[config.mk]
export PLATFORM = sky130hd
export DESIGN_NAME = tsfd_taxel_ram
export DESIGN_NICKNAME = d
export VERILOG_FILES = /design/src/hw/rtl/tsfd_pkg.sv /design/src/hw/rtl/tsfd_taxel_ram.sv
export SDC_FILE = /design/constraint.sdc
export NUM_CORES = 1
export LEC_CHECK = 0
export ABC_AREA = 1
export BUFFER_PORTS_ARGS = -buffer_cell sky130_fd_sc_hd__buf_2
export CAP_MARGIN = 20
export CORE_MARGIN = 5
export CORE_UTILIZATION = 45
export CTS_CLUSTER_DIAMETER = 60
export CTS_CLUSTER_SIZE = 20
export DETAILED_ROUTE_END_ITERATION = 8
export MAX_ROUTING_LAYER = met4
export PLACE_DENSITY_LB_ADDON = 0.15
export SLEW_MARGIN = 25
export SYNTH_ARGS = -nofsm -noshare
export SYNTH_HDL_FRONTEND = slang
export SYNTH_SLANG_ARGS = --single-unit
[constraint.sdc]
create_clock -name clk -period 5.35 [get_ports clk]
set_input_delay 0.2675 -clock clk [delete_from_list [all_inputs] [get_ports clk]]
set_output_delay 0.2675 -clock clk [all_outputs]
set_load 0.01 [all_outputs]
[src/hw/rtl/tsfd_pkg.sv]
// ----------------------------------------------------------------------------
// tsfd_pkg
// Shared types and constants of the tactile sensor frame decoder: frame
// layout positions, fixed byte codes, status codes and inter-module structs.
// ----------------------------------------------------------------------------
package tsfd_pkg;

    localparam int TAXEL_COUNT = 25;
    localparam int FRAME_BYTES = 96;

    localparam int POS_W   = 7;
    localparam int TIDX_W  = 5;
    localparam int DATA_W  = 8;
    localparam int FIELD_W = 24;
    localparam int FORCE_W = 16;
    localparam int DIR_W   = 9;
    localparam int SUM_W   = 16;

    localparam logic [TIDX_W-1:0] LAST_TAXEL = TIDX_W'(TAXEL_COUNT - 1);

    // Frame layout (byte positions)
    localparam logic [POS_W-1:0] POS_SYNC0       = 7'd0;
    localparam logic [POS_W-1:0] POS_SYNC1       = 7'd1;
    localparam logic [POS_W-1:0] POS_ADDR        = 7'd2;
    localparam logic [POS_W-1:0] POS_CMD         = 7'd3;
    localparam logic [POS_W-1:0] POS_CHAN        = 7'd5;
    localparam logic [POS_W-1:0] POS_TAXEL_FIRST = 7'd6;
    localparam logic [POS_W-1:0] POS_TAXEL_LAST  = POS_W'(6 + 3 * TAXEL_COUNT - 1);
    localparam logic [POS_W-1:0] POS_PROX_RAW    = 7'd81;
    localparam logic [POS_W-1:0] POS_NORMAL      = 7'd84;
    localparam logic [POS_W-1:0] POS_TANGENT     = 7'd86;
    localparam logic [POS_W-1:0] POS_DIR         = 7'd88;
    localparam logic [POS_W-1:0] POS_PROX_DELTA  = 7'd90;
    localparam logic [POS_W-1:0] POS_SUM         = 7'd94;
    localparam logic [POS_W-1:0] POS_MAX         = 7'd127;
    localparam logic [POS_W-1:0] FRAME_LEN       = POS_W'(FRAME_BYTES);

    localparam logic [DATA_W-1:0] SYNC0_CODE   = 8'h55;
    localparam logic [DATA_W-1:0] SYNC1_CODE   = 8'hAA;
    localparam logic [DATA_W-1:0] CMD_CODE     = 8'h85;
    localparam logic [DATA_W-1:0] CHANNEL_CODE = 8'h1A;

    localparam logic [SUM_W-1:0] DIR_MAX = 16'd359;

    // Configuration register indexes
    localparam logic [1:0] CFG_EXPECTED = 2'd0;
    localparam logic [1:0] CFG_ACCEPT_A = 2'd1;
    localparam logic [1:0] CFG_ACCEPT_B = 2'd2;

    localparam logic [DATA_W-1:0] EXPECTED_RESET = 8'd36;
    localparam logic [DATA_W-1:0] ACCEPT_A_RESET = 8'd36;
    localparam logic [DATA_W-1:0] ACCEPT_B_RESET = 8'd37;

    typedef enum logic [2:0] {
        ST_OK,
        ST_ADDRESS,
        ST_LENGTH,
        ST_HEADER,
        ST_COMMAND,
        ST_CHANNEL,
        ST_CHECKSUM
    } status_t;

    typedef enum logic [1:0] {
        SEQ_IDLE,
        SEQ_FAIL,
        SEQ_FETCH,
        SEQ_SHOW
    } seq_state_t;

    typedef struct packed {
        logic [DATA_W-1:0] expected;
        logic [DATA_W-1:0] accept_a;
        logic [DATA_W-1:0] accept_b;
    } cfg_t;

    typedef struct packed {
        logic    valid;
        status_t status;
    } frame_done_t;

    typedef struct packed {
        logic [FIELD_W-1:0] prox_raw;
        logic [FIELD_W-1:0] prox_delta;
        logic [FORCE_W-1:0] normal;
        logic [FORCE_W-1:0] tangential;
        logic [DIR_W-1:0]   direction;
        logic               direction_valid;
    } final_fields_t;

endpackage

[src/hw/rtl/tsfd_taxel_ram.sv]
// ----------------------------------------------------------------------------
// tsfd_taxel_ram
// Taxel value store: one write port, one read port, registered read data.
// ----------------------------------------------------------------------------
module tsfd_taxel_ram
    import tsfd_pkg::*;
(
    input  logic               clk,
    input  logic               we,
    input  logic [TIDX_W-1:0]  waddr,
    input  logic [FIELD_W-1:0] wdata,
    input  logic               re,
    input  logic [TIDX_W-1:0]  raddr,
    output logic [FIELD_W-1:0] rdata
);

    logic [FIELD_W-1:0] mem [TAXEL_COUNT];
    logic [FIELD_W-1:0] rdata_reg;

    always_ff @(posedge clk)
    begin
        if (we)
        begin
            mem[waddr] <= wdata;
        end
    end

    always_ff @(posedge clk)
    begin
        if (re)
        begin
            rdata_reg <= mem[raddr];
        end
    end

    assign rdata = rdata_reg;

endmodule

* After elaboration in Yosys (flattened, before gate mapping)
Memories as Yosys holds them, arrays and structs flattened. A register that Yosys moved wholly into a read port is not among the register bits.
Cells that the tools add are included.
** Storage, ports and cells
- Bits in registers :: 0
- Bits in latches :: 0
- Memory bits (writable) :: 600
- Bits in read-only memories :: 0
- Memories kept :: 1
** Memory list
- mem :: words 25, bits a word 24, read ports 1, clocked after memory_dff 1, wr ports 1, RTL line tsfd_taxel_ram.sv:17 : logic [FIELD_W-1:0] mem [TAXEL_COUNT];
** Cells by class
- Add/subtract/negate cells :: 0
- Multiply operators :: 0
- Divide/modulo/power cells :: 0
- $lt $le $gt $ge :: 0
- Eq/ne operators :: 0
- Shift-type cells :: 0
- Muxes and demuxes :: 2
- Bitwise operators :: 0
- Reductions and logical operators :: 0
** Operators with widths (number)
- two-way mux 1 bit :: 2

* Logic depth before layout (Yosys ltp)
Gate-level depths: netlist of run 1.
- Depth after elaboration :: 2
- Mapped depth :: 12
- Gate-level depth less buffers :: 9

* Least setup slack after synthesis of run 1
OpenSTA, ideal clock, no wires.
- Path kind :: input to register
- Start point :: input waddr[1]
- End point :: memory mem[24][0] (enable)
- Setup time :: 466 ps
- Arrival :: 2815 ps
- Setup slack :: 2069 ps
- Stages :: 3
- Path through :: nor2_1 > nand2_1 > nor4_1
** RTL lines
- from (decl) :: RTL line tsfd_taxel_ram.sv:10 : input logic [TIDX_W-1:0] waddr,
- to (decl) :: RTL line tsfd_taxel_ram.sv:17
Straight into the memory's write port.

==> impl_metrics.tcl, run 1 <==
set metrics [dict create \
    worstPathArrival_ps 2780 \
    synth-simple-area-share_pct 21.4 \
    cts_tree "yes" \
    num_vias 16526 \
    cpMostUsedCell "nand2_1" \
    slowest_stage "buf_4" \
    die_h_um 251 \
    synth_compound_gate_area_share_pct 0.0958 \
    via_per_inst 5.19 \
    ys_ff_latch 624 \
    cts_resized 0 \
    cp_cell_sequence "buf_4, buf_4, buf_4, nand3_1, nand3_1, nand2_1, nand2_1, nand2_1, nand2_1, nand2_1" \
    syn_nets 2397 \
    post-route-period-util_pct 45.3 \
    max_cap_viol_count 0 \
    hold_violations 0 \
    async_flop_share_pct 0 \
    area_growth_pct 11.2 \
    slew_headroom_pct 26.7 \
    synth.area.mux_share_pct 0 \
    synth-xor-area-share_pct 0 \
    drv_slew 0 \
    cts_buffer_depth 3 \
    cts_setup_buffers 0 \
    p_per_area_mw_per_mm2 335 \
    setup_violations 0 \
    fmax_mhz 413 \
    synth-edff-count 624 \
    leakage_nw 11.5 \
    synthAdderAreaFrac_pct 0 \
    hpwlAfterDp_mm 35.9 \
    hold_start "wdata[1]" \
    gp_congestion 0.789 \
    ys_warn_count 0 \
    rows 88 \
    whs_path_depth 1 \
    ir_drop_uv 206 \
    drc 0 \
    startpoint_type "primary input" \
    fin_crit_ps 2420 \
    dr.pass1.iters 5 \
    initial_core_util_pct 45.3 \
    path_clk_slew_ps 80 \
    r2r_start "mem[16][0]" \
    cts_root_buf "clkbuf_16" \
    outcome "completed" \
    grt_pass1_vias 15747 \
    ys_seq_area_share_pct 71.8 \
    layout.nets 2420 \
    portBuffers 60 \
    wl_per_cell_um 21.5 \
    core_mm2 0.0576 \
    hold_ws_ps 118 \
    h-tree-depth 2 \
    largest_reg_flops 600 \
    die_area_mm2 0.0629 \
    grt_pass1_wl_mm 102 \
    reg2reg_depth 7 \
    drtAntennaViolNets 0 \
    io_pins 61 \
    cts-hold-fix-buffers 0 \
    tightestPinTransition_ps 1100 \
    drive_gt1_share_pct 9.81 \
    netlist_instances 2360 \
    fp.dieW_um 251 \
    ys_types 18 \
    wl_mm 68.3 \
    synth_top_family_by_area "simple AND/OR/NAND/NOR gates" \
    stdcell_area_mm2 0.0290 \
    worst_hold_path_type "primary input to flip-flop" \
    crit_required_ps 5700 \
    regToRegEndpoint "rdata[0]" \
    overflow 0 \
    placed_cell_area_mm2 0.0275 \
    crit_path_end_kind "flip-flop" \
    skew_ps 14.1 \
    track_usage_pct 22.1 \
    worst-path-max-fanout 54 \
    power_mw 9.71 \
    antenna_found_initial 3 \
    rsz0062_at_grt "false" \
    critical_path_class "primary input to flip-flop" \
    setup_tns_ps 0 \
    cts.sinks 624 \
    drt-initial-drc-count 1398 \
    grt_max_degree 200 \
    holdPathEnd "mem[23][1]" \
    synth_ff_type "edfxtp_1" \
    numCtsBuffers 45 \
    max_stage_delay_ps 730 \
    postSynthAreaPerCell_um2 11.1 \
    syn-cell-area_mm2 0.0261 \
    reg2reg_slack_ps 3850 \
    clkLatencyLatePin_ps 600 \
]
[power breakdown]
group	internal (mW)	switching, mW
Clock	1.85	1.79
Sequential	5.45	0.0233
Combinational	0.159	0.444
[worst max-delay path, delay by kind of cell]
family	cells	cell delay, ps
buf+inv	3	1850
simple gates	7	590
[logic make-up (layout without fill, tap and decap cells)]
| kind of cell | after synthesis | after routing |
|---|---|---|
| AND/OR/NAND/NOR | 1310 | 1310 |
| flip-flops | 624 | 624 |
| buffers and inverters | 422 | 478 |
| AO/OA/AOI/OAI | 4 | 4 |
| other | 0 | 1 |
[cells in the final DEF (no fill, tap or decap), types with 10 or more instances in the layout]
cell	instances
edfxtp_1	624
nor2_4	24
clkbuf_16	47
or2_2	31
nand2_1	766
buf_2	57
inv_1	293
buf_4	26
inv_6	11
nor2_1	33
nand3_1	451
buf_16	10
[routing by layer]
layer  vias to the layer above  global-route usage, %  part of all wire [%]
met5                         -                      -                     0
met4                         0                   4.72                   2.2
li1                       7868                      -                     -
met2                       449                   37.0                    49
met1                      8111                   29.2                    43
met3                        98                   3.28                   5.5
[cell usage after synthesis, types with 2 or more instances]
library cell  number  area share, %
buf_1             10           0.14
buf_2             57            1.1
buf_4             22           0.63
buf_6              4           0.17
clkbuf_1          32           0.46
edfxtp_1         624             72
inv_1            295            4.2
nand2_1          766             11
nand3_1          451            8.6
nand3b_1           2          0.057
nor2_1            57           0.82
o211ai_1           2          0.057
o21ai_0            2          0.038
or2_0              2          0.048
or2_2             31           0.74
[through the flow]
| stage | util [%] | instances | setup slack, ps |
|---|---|---|---|
| finish | 50.4 | 3182 | 2930 |
| global route | 50.4 | 3182 | 2740 |
| CTS | 50.4 | 3181 | 2970 |
| detailed placement | 47.8 | 3101 | 2320 |
| global placement | 47.2 | 3087 | 2320 |
| floorplan | - | 2360 | 2070 |
[worst max-delay path by stage]
| stage | cells past startpoint | end | from |
|---|---|---|---|
| 2_1_floorplan | 3 | mem[24][0] | waddr[1] |
| 3_3_place_gp | 10 | rdata[16] | raddr[1] |
| 3_5_place_dp | 10 | rdata[16] | raddr[1] |
| 4_1_cts | 10 | rdata[16] | raddr[1] |
| 5_1_grt | 10 | rdata[18] | raddr[1] |
| 6_report | 10 | rdata[13] | raddr[1] |
[final cells by class]
type | instances | area, µm²
flip-flops and latches | 624 | 18700
inverters | 297 | 1130
repair buffers | 101 | 901
diodes | 1 | 2.50
fillers | 5047 | 28600
clock buffers | 49 | 1180
multi-input cells | 1314 | 5790
well taps | 765 | 957
clock inverters | 31 | 339
Power figures use the tool's default switching activity.
==> run 2: changes to the inputs <==
- clock period: 5.35 -> 2.2 ns (I/O delays scaled with it)
==> impl_metrics.tcl, run 2 (synthesis gave the netlist of run 1 again) <==
set metrics [dict create \
    outcome "completed" \
    pre_cts_ws_ps 379 \
    ir_drop_uv 502 \
    layout.nets 2479 \
    slowest_stage "edfxtp_1" \
    numCtsBuffers 46 \
    startpoint_type "flip-flop" \
    p_seq_share_pct 56.0 \
    h-tree-depth 2 \
    cts_resized 0 \
    whs_path_depth 3 \
    worst-path-max-fanout 1 \
    crit_path_end_kind "primary output" \
    p_per_area_mw_per_mm2 803 \
    internal_power_mw 18.2 \
    drc 0 \
    dr.pass1.iters 6 \
    reg2reg_depth 7 \
    crit_required_ps 2090 \
    max_cap_viol_count 0 \
    setup_violations 0 \
    clkLatencyLatePin_ps 600 \
    largest_reg_flops 600 \
    die_area_mm2 0.0629 \
    via_per_inst 5.19 \
    drtAntennaViolNets 0 \
    grt_max_degree 89 \
    hold_ws_ps 110 \
    critical_path_class "flip-flop to primary output" \
    max_stage_delay_ps 560 \
    cts_buffer_depth 3 \
    path_clk_slew_ps 80 \
    clkPwrFrac_pct 37.3 \
    rows 88 \
    worst_hold_path_type "primary input to flip-flop" \
    net-switching-power_mw 5.53 \
    cp_num_buf_inv 1 \
    seqCellArea_mm2 0.0187 \
    fp.dieW_um 251 \
    num_vias 16793 \
    fin_crit_ps 1490 \
    drive_gt1_share_pct 10.9 \
    drv_slew 0 \
    post-route-period-util_pct 67.5 \
    final_cell_mix "766 x nand2_1, 624 x edfxtp_1, 451 x nand3_1" \
    skew_ps 23.8 \
    core_mm2 0.0576 \
    gp_congestion 0.785 \
    multi_input_area_mm2 0.00579 \
    hpwlAfterDp_mm 37.6 \
    setup_ws_ps 715 \
    wl_mm 69.1 \
    cts.sinks 624 \
    worstPathArrival_ps 1380 \
    comb_power_share_pct 6.7 \
    cts_root_buf "clkbuf_16" \
    initial_core_util_pct 45.3 \
    hold_violations 0 \
    swShare_pct 23.3 \
    cts_tree "yes" \
    area_growth_pct 13.4 \
    slew_headroom_pct 50.8 \
    cpLargestDelayFamily "flip-flops" \
    crit_cells 1 \
    leakage_nw 11.8 \
    grt_pass1_vias 16083 \
    grt_pass1_wl_mm 103 \
    drt-initial-drc-count 1610 \
    die_h_um 251 \
    wl_per_cell_um 21.3 \
    overflow 0 \
    antenna_found_initial 3 \
    setup_tns_ps 0 \
    track_usage_pct 22.3 \
    tightestPinTransition_ps 736 \
    io_pins 61 \
    rsz0062_at_grt "false" \
    num-fill-cells 5029 \
    cp_cell_sequence "buf_2" \
    portBuffers 60 \
    final_common_cell "nand2_1" \
    fmax_mhz 673 \
]
run 2: changes by cell type in the layout (fill, tap and decap cells not counted), sizes merged:
cell,previous run,this run
buf,101,135
clkbuf,49,47
clkinv,11,6
clkinvlp,3,6
dlygate4sd3,0,24
run 2: worst paths after layout:
path              start  slack [ps]          to
min reg2reg  mem[24][0]         620    rdata[0]
min            waddr[2]         110  mem[24][1]
max           rdata[14]         710   rdata[14]
max reg2reg  mem[16][8]         800    rdata[8]
run 2: layout make-up:
type / count / share of cell area (%)
clock inverter: 29 / 1.20
inverter: 297 / 3.80
sequential: 624 / 63.3
multi-input combinational: 1314 / 19.6
tap: 765 / 3.23
antenna: 1 / 0.00845
timing repair buffer: 159 / 4.92
clock buffer: 47 / 3.97
run 2: timing repair:
action | in CTS | in global routing
hold buffers | 24 | 0
buffers inserted | 0 | 0
endpoints found under the hold margin | 576 | 0
run 2: power groups by stage:
stage	Clock, mW	Sequential, mW	Combinational (mW)
4_1_cts	9.08	13.3	1.60
6_report	8.87	13.3	1.58
3_3_place_gp	0	13.6	1.54
5_1_grt	9.53	13.3	1.75
3_5_place_dp	0	13.6	1.56
2_1_floorplan	0	13.6	0.861
run 2: per-stage QoR:
| step | cell area, µm² | std cells | util, % | total power [mW] |
|---|---|---|---|---|
| CTS | 29600 | 3235 | 51.4 | 24.0 |
| global route | 29600 | 3235 | 51.4 | 24.6 |
| global placement | 27800 | 3135 | 48.3 | 15.1 |
| detailed placement | 27800 | 3135 | 48.3 | 15.1 |
| floorplan | 26100 | 2360 | - | 14.4 |
| finish | 29600 | 3236 | 51.4 | 23.8 |
run 2: metal layers:
layer | vias to the layer above | global-route usage [%] | share of wire, %
li1 | 7977 | - | -
met4 | 0 | 5.60 | 2.3
met5 | - | - | 0
met1 | 8264 | 30.0 | 43
met3 | 96 | 3.10 | 5.6
met2 | 456 | 36.3 | 49
